--- config.mk ---
export PLATFORM = sky130hd
export DESIGN_NAME = vent_fan_thermal_controller_top
export DESIGN_NICKNAME = d
export VERILOG_FILES = /design/src/hdl/vfc_pkg.sv /design/src/hdl/vfc_hist_cell.sv /design/src/hdl/vfc_rules.sv /design/src/hdl/vent_fan_thermal_controller_top.sv
export SDC_FILE = /design/constraint.sdc
export NUM_CORES = 2
export LEC_CHECK = 0
export BUFFER_PORTS_ARGS = -buffer_cell sky130_fd_sc_hd__buf_2
export CAP_MARGIN = 15
export CELL_PAD_IN_SITES_DETAIL_PLACEMENT = 0
export CELL_PAD_IN_SITES_GLOBAL_PLACEMENT = 1
export CORE_UTILIZATION = 45
export CTS_BUF_LIST = sky130_fd_sc_hd__clkbuf_16
export DETAILED_ROUTE_END_ITERATION = 8
export PLACE_DENSITY = 0.71
export RECOVER_POWER = 100
export SYNTH_ARGS = -nofsm -noshare
export SYNTH_HDL_FRONTEND = slang
export SYNTH_HIERARCHICAL = 1
export SYNTH_SLANG_ARGS = --single-unit
--- constraint.sdc ---
create_clock -name clk -period 28.4 [get_ports clk]
set_input_delay 2.84 -clock clk [delete_from_list [all_inputs] [get_ports clk]]
set_output_delay 2.84 -clock clk [all_outputs]
set_load 0.02 [all_outputs]
--- src/hdl/vfc_pkg.sv ---
// Shared types, constants and codes for the vent fan thermal controller.
`timescale 1ns / 1ps

package vfc_pkg;

    // History line geometry; the history index equals the lag in sample periods
    localparam int HISTORY_DEPTH = 128;
    localparam int RISE_LAG      = 30;
    localparam int FALL_LAG      = 120;

    // Taps for the two deltas; a lag past the end reads the oldest entry
    localparam int RISE_IDX = (RISE_LAG < HISTORY_DEPTH) ? RISE_LAG : HISTORY_DEPTH - 1;
    localparam int FALL_IDX = (FALL_LAG < HISTORY_DEPTH) ? FALL_LAG : HISTORY_DEPTH - 1;

    localparam int TEMP_W  = 12;
    localparam int DELTA_W = 13;
    localparam int REG_W   = 12;
    localparam int IDX_W   = 3;

    // Operation codes
    localparam logic [2:0] OP_SAMPLE   = 3'd0;
    localparam logic [2:0] OP_FAN_ON   = 3'd1;
    localparam logic [2:0] OP_FAN_OFF  = 3'd2;
    localparam logic [2:0] OP_OPEN     = 3'd3;
    localparam logic [2:0] OP_CLOSE    = 3'd4;

    // Fan event codes
    localparam logic [1:0] FAN_EV_NONE = 2'd0;
    localparam logic [1:0] FAN_EV_ON   = 2'd1;
    localparam logic [1:0] FAN_EV_OFF  = 2'd2;

    // Window event codes
    localparam logic [2:0] WIN_EV_NONE       = 3'd0;
    localparam logic [2:0] WIN_EV_OPEN_ABS   = 3'd1;
    localparam logic [2:0] WIN_EV_OPEN_RISE  = 3'd2;
    localparam logic [2:0] WIN_EV_CLOSE_ABS  = 3'd3;
    localparam logic [2:0] WIN_EV_CLOSE_FALL = 3'd4;
    localparam logic [2:0] WIN_EV_MAN_OPEN   = 3'd5;
    localparam logic [2:0] WIN_EV_MAN_CLOSE  = 3'd6;

    // Configuration register indexes
    localparam logic [IDX_W-1:0] REG_TARGET       = 3'd0;
    localparam logic [IDX_W-1:0] REG_OPEN_ALWAYS  = 3'd1;
    localparam logic [IDX_W-1:0] REG_CLOSE_ALWAYS = 3'd2;
    localparam logic [IDX_W-1:0] REG_FAN_ON       = 3'd3;
    localparam logic [IDX_W-1:0] REG_FAN_OFF      = 3'd4;
    localparam logic [IDX_W-1:0] REG_DROPPING     = 3'd5;
    localparam logic [IDX_W-1:0] REG_RAPID_RISE   = 3'd6;

    // Register reset values (Fahrenheit times 16)
    localparam logic [REG_W-1:0] TARGET_RST       = 12'd1120;
    localparam logic [REG_W-1:0] OPEN_ALWAYS_RST  = 12'd1360;
    localparam logic [REG_W-1:0] CLOSE_ALWAYS_RST = 12'd1040;
    localparam logic [REG_W-1:0] FAN_ON_RST       = 12'd1280;
    localparam logic [REG_W-1:0] FAN_OFF_RST      = 12'd1200;
    localparam logic [REG_W-1:0] DROPPING_RST     = 12'd1200;
    localparam logic [REG_W-1:0] RAPID_RISE_RST   = 12'd160;

    // Threshold register file
    typedef struct packed {
        logic [REG_W-1:0] target_temp;
        logic [REG_W-1:0] open_always_temp;
        logic [REG_W-1:0] close_always_temp;
        logic [REG_W-1:0] fan_on_temp;
        logic [REG_W-1:0] fan_off_temp;
        logic [REG_W-1:0] dropping_temp;
        logic [REG_W-1:0] rapid_rise_delta;
    } cfg_t;

    // Control shared by every history cell
    typedef struct packed {
        logic shift;
        logic seed;
    } cell_ctrl_t;

    // Decision made for one request
    typedef struct packed {
        logic       fan_running;
        logic       window_is_open;
        logic [1:0] fan_event;
        logic [2:0] window_event;
    } rule_res_t;

endpackage

--- src/hdl/vfc_hist_cell.sv ---
// One entry of the temperature history line.
`timescale 1ns / 1ps

module vfc_hist_cell
    import vfc_pkg::*;
(
    input  logic                     clk,
    input  logic                     rst_n,
    input  cell_ctrl_t               ctrl,
    input  logic signed [TEMP_W-1:0] seed_value,
    input  logic signed [TEMP_W-1:0] prev_value,
    output logic signed [TEMP_W-1:0] value
);

    logic signed [TEMP_W-1:0] value_reg;
    logic signed [TEMP_W-1:0] value_next;

    // Seed loads the first sample everywhere, shift takes the neighbor's entry
    always_comb
    begin
        value_next = value_reg;
        if (ctrl.seed)
        begin
            value_next = seed_value;
        end
        else if (ctrl.shift)
        begin
            value_next = prev_value;
        end
    end

    always_ff @(posedge clk or negedge rst_n)
    begin
        if (!rst_n)
        begin
            value_reg <= '0;
        end
        else
        begin
            value_reg <= value_next;
        end
    end

    assign value = value_reg;

endmodule

--- src/hdl/vfc_rules.sv ---
// Fan and window rule logic with the fan and window state bits.
`timescale 1ns / 1ps

module vfc_rules
    import vfc_pkg::*;
(
    input  logic                      clk,
    input  logic                      rst_n,
    input  logic                      accept,
    input  logic [2:0]                operation,
    input  logic signed [TEMP_W-1:0]  temperature,
    input  cfg_t                      cfg,
    input  logic signed [DELTA_W-1:0] rise,
    input  logic signed [DELTA_W-1:0] fall,
    output rule_res_t                 res
);

    logic fan_reg;
    logic fan_next;
    logic win_reg;
    logic win_next;
    logic [1:0] fan_ev;
    logic [2:0] win_ev;
    logic signed [DELTA_W-1:0] rapid_ext;

    assign rapid_ext = $signed({1'b0, cfg.rapid_rise_delta});

    // Rule evaluation; fan rules see the window state from before the request
    always_comb
    begin
        fan_next = fan_reg;
        win_next = win_reg;
        fan_ev   = FAN_EV_NONE;
        win_ev   = WIN_EV_NONE;
        unique case (operation)
            OP_SAMPLE:
            begin
                if (!fan_reg && win_reg && temperature >= $signed(cfg.fan_on_temp))
                begin
                    fan_next = 1'b1;
                    fan_ev   = FAN_EV_ON;
                end
                else if (fan_reg && temperature <= $signed(cfg.fan_off_temp))
                begin
                    fan_next = 1'b0;
                    fan_ev   = FAN_EV_OFF;
                end
                if (!win_reg)
                begin
                    if (temperature >= $signed(cfg.open_always_temp))
                    begin
                        win_next = 1'b1;
                        win_ev   = WIN_EV_OPEN_ABS;
                    end
                    else if (temperature >= $signed(cfg.target_temp) && rise > rapid_ext)
                    begin
                        win_next = 1'b1;
                        win_ev   = WIN_EV_OPEN_RISE;
                    end
                end
                else
                begin
                    if (temperature < $signed(cfg.close_always_temp))
                    begin
                        win_next = 1'b0;
                        win_ev   = WIN_EV_CLOSE_ABS;
                    end
                    else if (temperature < $signed(cfg.dropping_temp) && fall < 0)
                    begin
                        win_next = 1'b0;
                        win_ev   = WIN_EV_CLOSE_FALL;
                    end
                end
            end
            OP_FAN_ON:
            begin
                fan_next = 1'b1;
                fan_ev   = fan_reg ? FAN_EV_NONE : FAN_EV_ON;
            end
            OP_FAN_OFF:
            begin
                fan_next = 1'b0;
                fan_ev   = fan_reg ? FAN_EV_OFF : FAN_EV_NONE;
            end
            OP_OPEN:
            begin
                win_next = 1'b1;
                win_ev   = WIN_EV_MAN_OPEN;
            end
            OP_CLOSE:
            begin
                win_next = 1'b0;
                win_ev   = WIN_EV_MAN_CLOSE;
            end
            default:
            begin
                // unused codes leave everything as it is
                fan_next = fan_reg;
            end
        endcase
    end

    // State bits
    always_ff @(posedge clk or negedge rst_n)
    begin
        if (!rst_n)
        begin
            fan_reg <= 1'b0;
            win_reg <= 1'b0;
        end
        else if (accept)
        begin
            fan_reg <= fan_next;
            win_reg <= win_next;
        end
    end

    assign res.fan_running    = fan_next;
    assign res.window_is_open = win_next;
    assign res.fan_event      = fan_ev;
    assign res.window_event   = win_ev;

endmodule

--- src/hdl/vent_fan_thermal_controller_top.sv ---
// Top level of the vent fan thermal controller: history chain, registers, output stage.
`timescale 1ns / 1ps

// Takes one request per clock: a temperature sample or a manual fan/window
// command. Each request yields exactly one result, registered, in the cycle after
// acceptance; a new request is accepted every cycle unless a finished result is
// held in the output register under stall. Samples shift through a chain of
// HISTORY_DEPTH cells (first sample after reset loads all cells), and the two
// deltas come from fixed taps of that chain at the rise and fall lags. Threshold
// registers must be written via cfg while idle; the block does not enforce it.

module vent_fan_thermal_controller_top
    import vfc_pkg::*;
(
    input  logic                      clk,
    input  logic                      rst_n,
    // request channel
    input  logic                      in_valid,
    output logic                      in_stall,
    input  logic [2:0]                operation,
    input  logic signed [TEMP_W-1:0]  temperature,
    // result channel
    output logic                      out_valid,
    input  logic                      out_stall,
    output logic                      fan_running,
    output logic                      window_is_open,
    output logic [1:0]                fan_event,
    output logic [2:0]                window_event,
    output logic signed [DELTA_W-1:0] rise_delta,
    output logic signed [DELTA_W-1:0] fall_delta,
    // configuration
    input  logic                      cfg_we,
    input  logic [IDX_W-1:0]          cfg_index,
    input  logic [REG_W-1:0]          cfg_data
);

    logic accept;
    logic is_sample;
    logic seeded_reg;
    cfg_t cfg_reg;
    cell_ctrl_t cell_ctrl;
    logic signed [TEMP_W-1:0] hist [HISTORY_DEPTH];
    logic signed [TEMP_W-1:0] head_new;
    logic signed [TEMP_W-1:0] rise_tap_new;
    logic signed [TEMP_W-1:0] fall_tap_new;
    logic signed [DELTA_W-1:0] rise_new;
    logic signed [DELTA_W-1:0] fall_new;
    rule_res_t rule_res;

    logic out_valid_reg;
    logic out_valid_next;
    rule_res_t res_reg;
    logic signed [DELTA_W-1:0] rise_reg;
    logic signed [DELTA_W-1:0] fall_reg;

    assign in_stall  = out_valid_reg && out_stall;
    assign accept    = in_valid && !in_stall;
    assign is_sample = (operation == OP_SAMPLE);

    // Threshold registers
    always_ff @(posedge clk or negedge rst_n)
    begin
        if (!rst_n)
        begin
            cfg_reg.target_temp       <= TARGET_RST;
            cfg_reg.open_always_temp  <= OPEN_ALWAYS_RST;
            cfg_reg.close_always_temp <= CLOSE_ALWAYS_RST;
            cfg_reg.fan_on_temp       <= FAN_ON_RST;
            cfg_reg.fan_off_temp      <= FAN_OFF_RST;
            cfg_reg.dropping_temp     <= DROPPING_RST;
            cfg_reg.rapid_rise_delta  <= RAPID_RISE_RST;
        end
        else if (cfg_we)
        begin
            unique case (cfg_index)
                REG_TARGET:       cfg_reg.target_temp       <= cfg_data;
                REG_OPEN_ALWAYS:  cfg_reg.open_always_temp  <= cfg_data;
                REG_CLOSE_ALWAYS: cfg_reg.close_always_temp <= cfg_data;
                REG_FAN_ON:       cfg_reg.fan_on_temp       <= cfg_data;
                REG_FAN_OFF:      cfg_reg.fan_off_temp      <= cfg_data;
                REG_DROPPING:     cfg_reg.dropping_temp     <= cfg_data;
                REG_RAPID_RISE:   cfg_reg.rapid_rise_delta  <= cfg_data;
                default:          cfg_reg.target_temp       <= cfg_reg.target_temp;
            endcase
        end
    end

    // Seed flag: set by the first accepted sample
    always_ff @(posedge clk or negedge rst_n)
    begin
        if (!rst_n)
        begin
            seeded_reg <= 1'b0;
        end
        else if (accept && is_sample)
        begin
            seeded_reg <= 1'b1;
        end
    end

    assign cell_ctrl.shift = accept && is_sample;
    assign cell_ctrl.seed  = accept && is_sample && !seeded_reg;

    // History chain; cell 0 takes the new sample
    for (genvar i = 0; i < HISTORY_DEPTH; i++)
    begin : g_cell
        vfc_hist_cell u_cell (
            .clk        (clk),
            .rst_n      (rst_n),
            .ctrl       (cell_ctrl),
            .seed_value (temperature),
            .prev_value ((i == 0) ? temperature : hist[(i == 0) ? 0 : i - 1]),
            .value      (hist[i])
        );
    end

    // Tap values as they stand after this request; lag taps are never cell 0
    always_comb
    begin
        if (is_sample)
        begin
            head_new     = temperature;
            rise_tap_new = seeded_reg ? hist[RISE_IDX - 1] : temperature;
            fall_tap_new = seeded_reg ? hist[FALL_IDX - 1] : temperature;
        end
        else
        begin
            head_new     = hist[0];
            rise_tap_new = hist[RISE_IDX];
            fall_tap_new = hist[FALL_IDX];
        end
    end

    // A 13-bit difference of two 12-bit values always fits the delta range
    assign rise_new = DELTA_W'(head_new) - DELTA_W'(rise_tap_new);
    assign fall_new = DELTA_W'(head_new) - DELTA_W'(fall_tap_new);

    vfc_rules u_rules (
        .clk         (clk),
        .rst_n       (rst_n),
        .accept      (accept),
        .operation   (operation),
        .temperature (temperature),
        .cfg         (cfg_reg),
        .rise        (rise_new),
        .fall        (fall_new),
        .res         (rule_res)
    );

    // Output register
    assign out_valid_next = accept || (out_valid_reg && out_stall);

    always_ff @(posedge clk or negedge rst_n)
    begin
        if (!rst_n)
        begin
            out_valid_reg <= 1'b0;
        end
        else
        begin
            out_valid_reg <= out_valid_next;
        end
    end

    always_ff @(posedge clk)
    begin
        if (accept)
        begin
            res_reg  <= rule_res;
            rise_reg <= rise_new;
            fall_reg <= fall_new;
        end
    end

    assign out_valid      = out_valid_reg;
    assign fan_running    = res_reg.fan_running;
    assign window_is_open = res_reg.window_is_open;
    assign fan_event      = res_reg.fan_event;
    assign window_event   = res_reg.window_event;
    assign rise_delta     = rise_reg;
    assign fall_delta     = fall_reg;

    // An accepted sample lands in the head cell
    a_head_loaded: assert property (@(posedge clk) disable iff (!rst_n)
        accept && is_sample |=> hist[0] == $past(temperature))
        else $error("history head does not hold the accepted sample");

    // Opening events leave the window open
    a_open_state: assert property (@(posedge clk) disable iff (!rst_n)
        out_valid && (window_event == WIN_EV_OPEN_ABS || window_event == WIN_EV_OPEN_RISE
            || window_event == WIN_EV_MAN_OPEN) |-> window_is_open)
        else $error("window opening event with window closed");

    // Fan switch-on leaves the fan running, switch-off leaves it stopped
    a_fan_state: assert property (@(posedge clk) disable iff (!rst_n)
        out_valid && fan_event != FAN_EV_NONE |-> fan_running == (fan_event == FAN_EV_ON))
        else $error("fan event disagrees with fan state");

    // A stalled result blocks the request side
    a_backpressure: assert property (@(posedge clk) disable iff (!rst_n)
        out_valid && out_stall |-> in_stall)
        else $error("request taken while result is stalled");

endmodule

==> results_dict.tcl <==
set metrics [dict create \
    max_cap_violations 27 \
    drc 0 \
    syn-num-nets 7189 \
    cts-root-buf "clkbuf_16" \
    multi_input_comb_area_sq_um 32700 \
    synth_area_sq_um 75400 \
    drt_pass1_iterations 8 \
    grt_pass1_wl_mm 247 \
    track_usage_pct 17.1 \
    drive_gt1_share_pct 7.53 \
    endpoint_kind "register" \
    cts_setup_buffers 0 \
    r2r_cells 12 \
    hold-path-cell-count 1 \
    r2r_slack_ps 12770 \
    use_met1_pct 24.0 \
    register_area_sq_um 39600 \
    nets 7122 \
    final_common_cell "dfrtp_1" \
    fin_crit_sh_pct 61.2 \
    ys.warnings.count 6 \
    start_kind "input port" \
    slew_violations 1700 \
    met2_usage_pct 27.4 \
    wl_mm 143 \
    largest_register_ffs 1452 \
    powerDensity_nw_per_um2 65.1 \
    status "finished, violations left" \
    met3_usage_pct 2.90 \
    cts_buffers 174 \
    tightestPinTransition_ps 8050 \
    die_height_um 411 \
    clock_skew_ps 22.6 \
    yosysSeqAreaShare_pct 52.4 \
    cts_max_level 4 \
    io_buffer_count 69 \
    wl_per_cell_um 15.4 \
    antenna_found_initial 6 \
    slew_headroom_pct -437 \
    start_util_pct 45.5 \
    clk_pin_slew_ps 60 \
    holdCritPathClass "reg2reg" \
    dp_hpwl_mm 77.2 \
    holdBufCountCts 0 \
    setup_viol 0 \
    gr-max-usage-layer "met2" \
    die_w_um 411 \
    synth_flop_cell "dfrtp_1" \
    cts_tree "built" \
    grt_pass1_vias 48500 \
    synthArstFlopShare_pct 97.9 \
    period_needed_ps 17370 \
    p_leak_nw 32.5 \
    clock_latency_ps 800 \
    cp_max_fo 145 \
    peakVddDrop_mv 0.0625 \
    violations "max-capacitance violations, max-slew violations" \
    final_cell_mix "1518 x dfrtp_1, 1498 x nand2_1, 1460 x mux2i_1" \
    post_drt_via_cell_ratio 5.22 \
    hold_ws_ps 501 \
    vias 48600 \
    grt_max_degree 301 \
    drt_iter0_markers 3764 \
    crit_type "in2reg" \
    core_sq_um 166000 \
    fillerInstances 15100 \
    die_area_sq_um 169000 \
    synth_edf_count 33 \
    setup-tns-final_ps 0 \
    finalHoldViolCount 0 \
    synth.lib_cells_used.distinct 78 \
    clock.fmax_ghz 0.0576 \
    place.gp.congestion 0.807 \
    ios 70 \
    rsz0062_at_grt "no" \
    syn_area_per_cell_sq_um 10.7 \
    postCtsResizedCells 0 \
    ant_nets 0 \
    ys_ff_latch 1573 \
    overflow 0 \
    clock_sinks 1573 \
    rows 149 \
    area_growth_pct 8.34 \
    cp.required_ps 29030 \
    clk_path_buf_depth 3 \
    syn_inst 7056 \
    worstPathArrival_ps 18000 \
]
==> Yosys cell counts, drive strengths merged (9+ instances only) <==
| master | instances | share of area (%) |
|---|---|---|
| dfrtp | 1519 | 50 |
| nand2 | 1498 | 7.5 |
| o21ai | 1482 | 10 |
| mux2i | 1461 | 19 |
| buf | 376 | 3.5 |
| inv | 102 | 0.51 |
| ha | 98 | 1.6 |
| mux2 | 90 | 1.3 |
| a21oi | 72 | 0.50 |
| nor2 | 54 | 0.27 |
| edfxtp | 33 | 1.3 |
| dfstp | 21 | 0.73 |
| nand2b | 20 | 0.17 |
| nor2b | 20 | 0.17 |
| xnor2 | 20 | 0.23 |
| a21o | 18 | 0.18 |
| clkbuf | 13 | 0.065 |
| nor3 | 13 | 0.11 |
| xor2 | 13 | 0.15 |
| nand3 | 11 | 0.073 |
| nand4 | 11 | 0.091 |
| a211oi | 9 | 0.090 |
| a31oi | 9 | 0.091 |
| o211ai | 9 | 0.096 |
==> final timing paths <==
path / from / to
worst max register to register: out_valid / g_cell[112].u_cell/value[3]
worst min register to register: cfg_reg[47] / cfg_reg[47]
max in group asynchronous: rst_n / g_cell[102].u_cell/value[7]
min in group asynchronous: rst_n / g_cell[82].u_cell/value[3]
worst min-delay path: cfg_reg[47] / cfg_reg[47]
worst max-delay path: out_stall / g_cell[112].u_cell/value[3]
==> through the flow <==
step                worst slack [ps]  utilization [%]  cells  total power [mW]  instance area [sq um]
floorplan                       3880                -   7056              3.05                  75400
global placement               18590             46.2   9002              3.24                  76600
detailed placement             18560             46.2   9002              3.26                  76600
CTS                            19420             49.5   9319              5.44                  82000
global route                    9840             49.3   9319              5.60                  81700
finish                         11030             49.3   9320              5.32                  81700
==> power breakdown <==
part	total, mW	internal (mW)	switching [mW]
clock network	2.13	1.22	0.914
registers	2.61	2.48	0.131
logic	0.577	0.244	0.333
==> worst max-delay path, stage by stage <==
cell,delay [ps]
buf_2,90
nand2_1,80
and2_2,140
clkbuf_1,1760
nand2_1,460
clkinvlp_2,3490
buf_12,610
clkbuf_1,2950
buf_12,640
clkbuf_1,2910
buf_4,1100
mux2i_1,270
o21ai_0,90
==> cell type report <==
class                      count  area share [%]
clock inverter               140            1.16
tap                         2189            3.35
antenna                        1         0.00306
timing repair buffer         146            1.21
clock buffer                 177            5.42
inverter                     102           0.470
multi-input combinational   4992            40.0
sequential                  1573            48.4
==> routing by layer <==
layer / up-vias / share of wire [%]
li1: 24500 / -
met1: 23400 / 49
met2: 554 / 46
met3: 195 / 3.3
met4: 4 / 2.0
met5: - / 0.016
==> kinds of logic (layout without fill, tap and decap cells) <==
| group | after synthesis | count (layout) | synth area share [%] |
|---|---|---|---|
| AOI/OAI and AO/OA | 1649 | 1649 | 12.0 |
| muxes | 1551 | 1551 | 20.7 |
| buffers and inverters | 491 | 565 | 4.10 |
| and+or+nand+nor | 1659 | 1659 | 8.69 |
| DFF | 1573 | 1573 | 52.4 |
| adders and majority gates | 100 | 100 | 1.65 |
| other | 0 | 1 | 0 |
| xor gates and xnor gates | 33 | 33 | 0.383 |
Note: power is estimated with default switching activity, not from simulation.
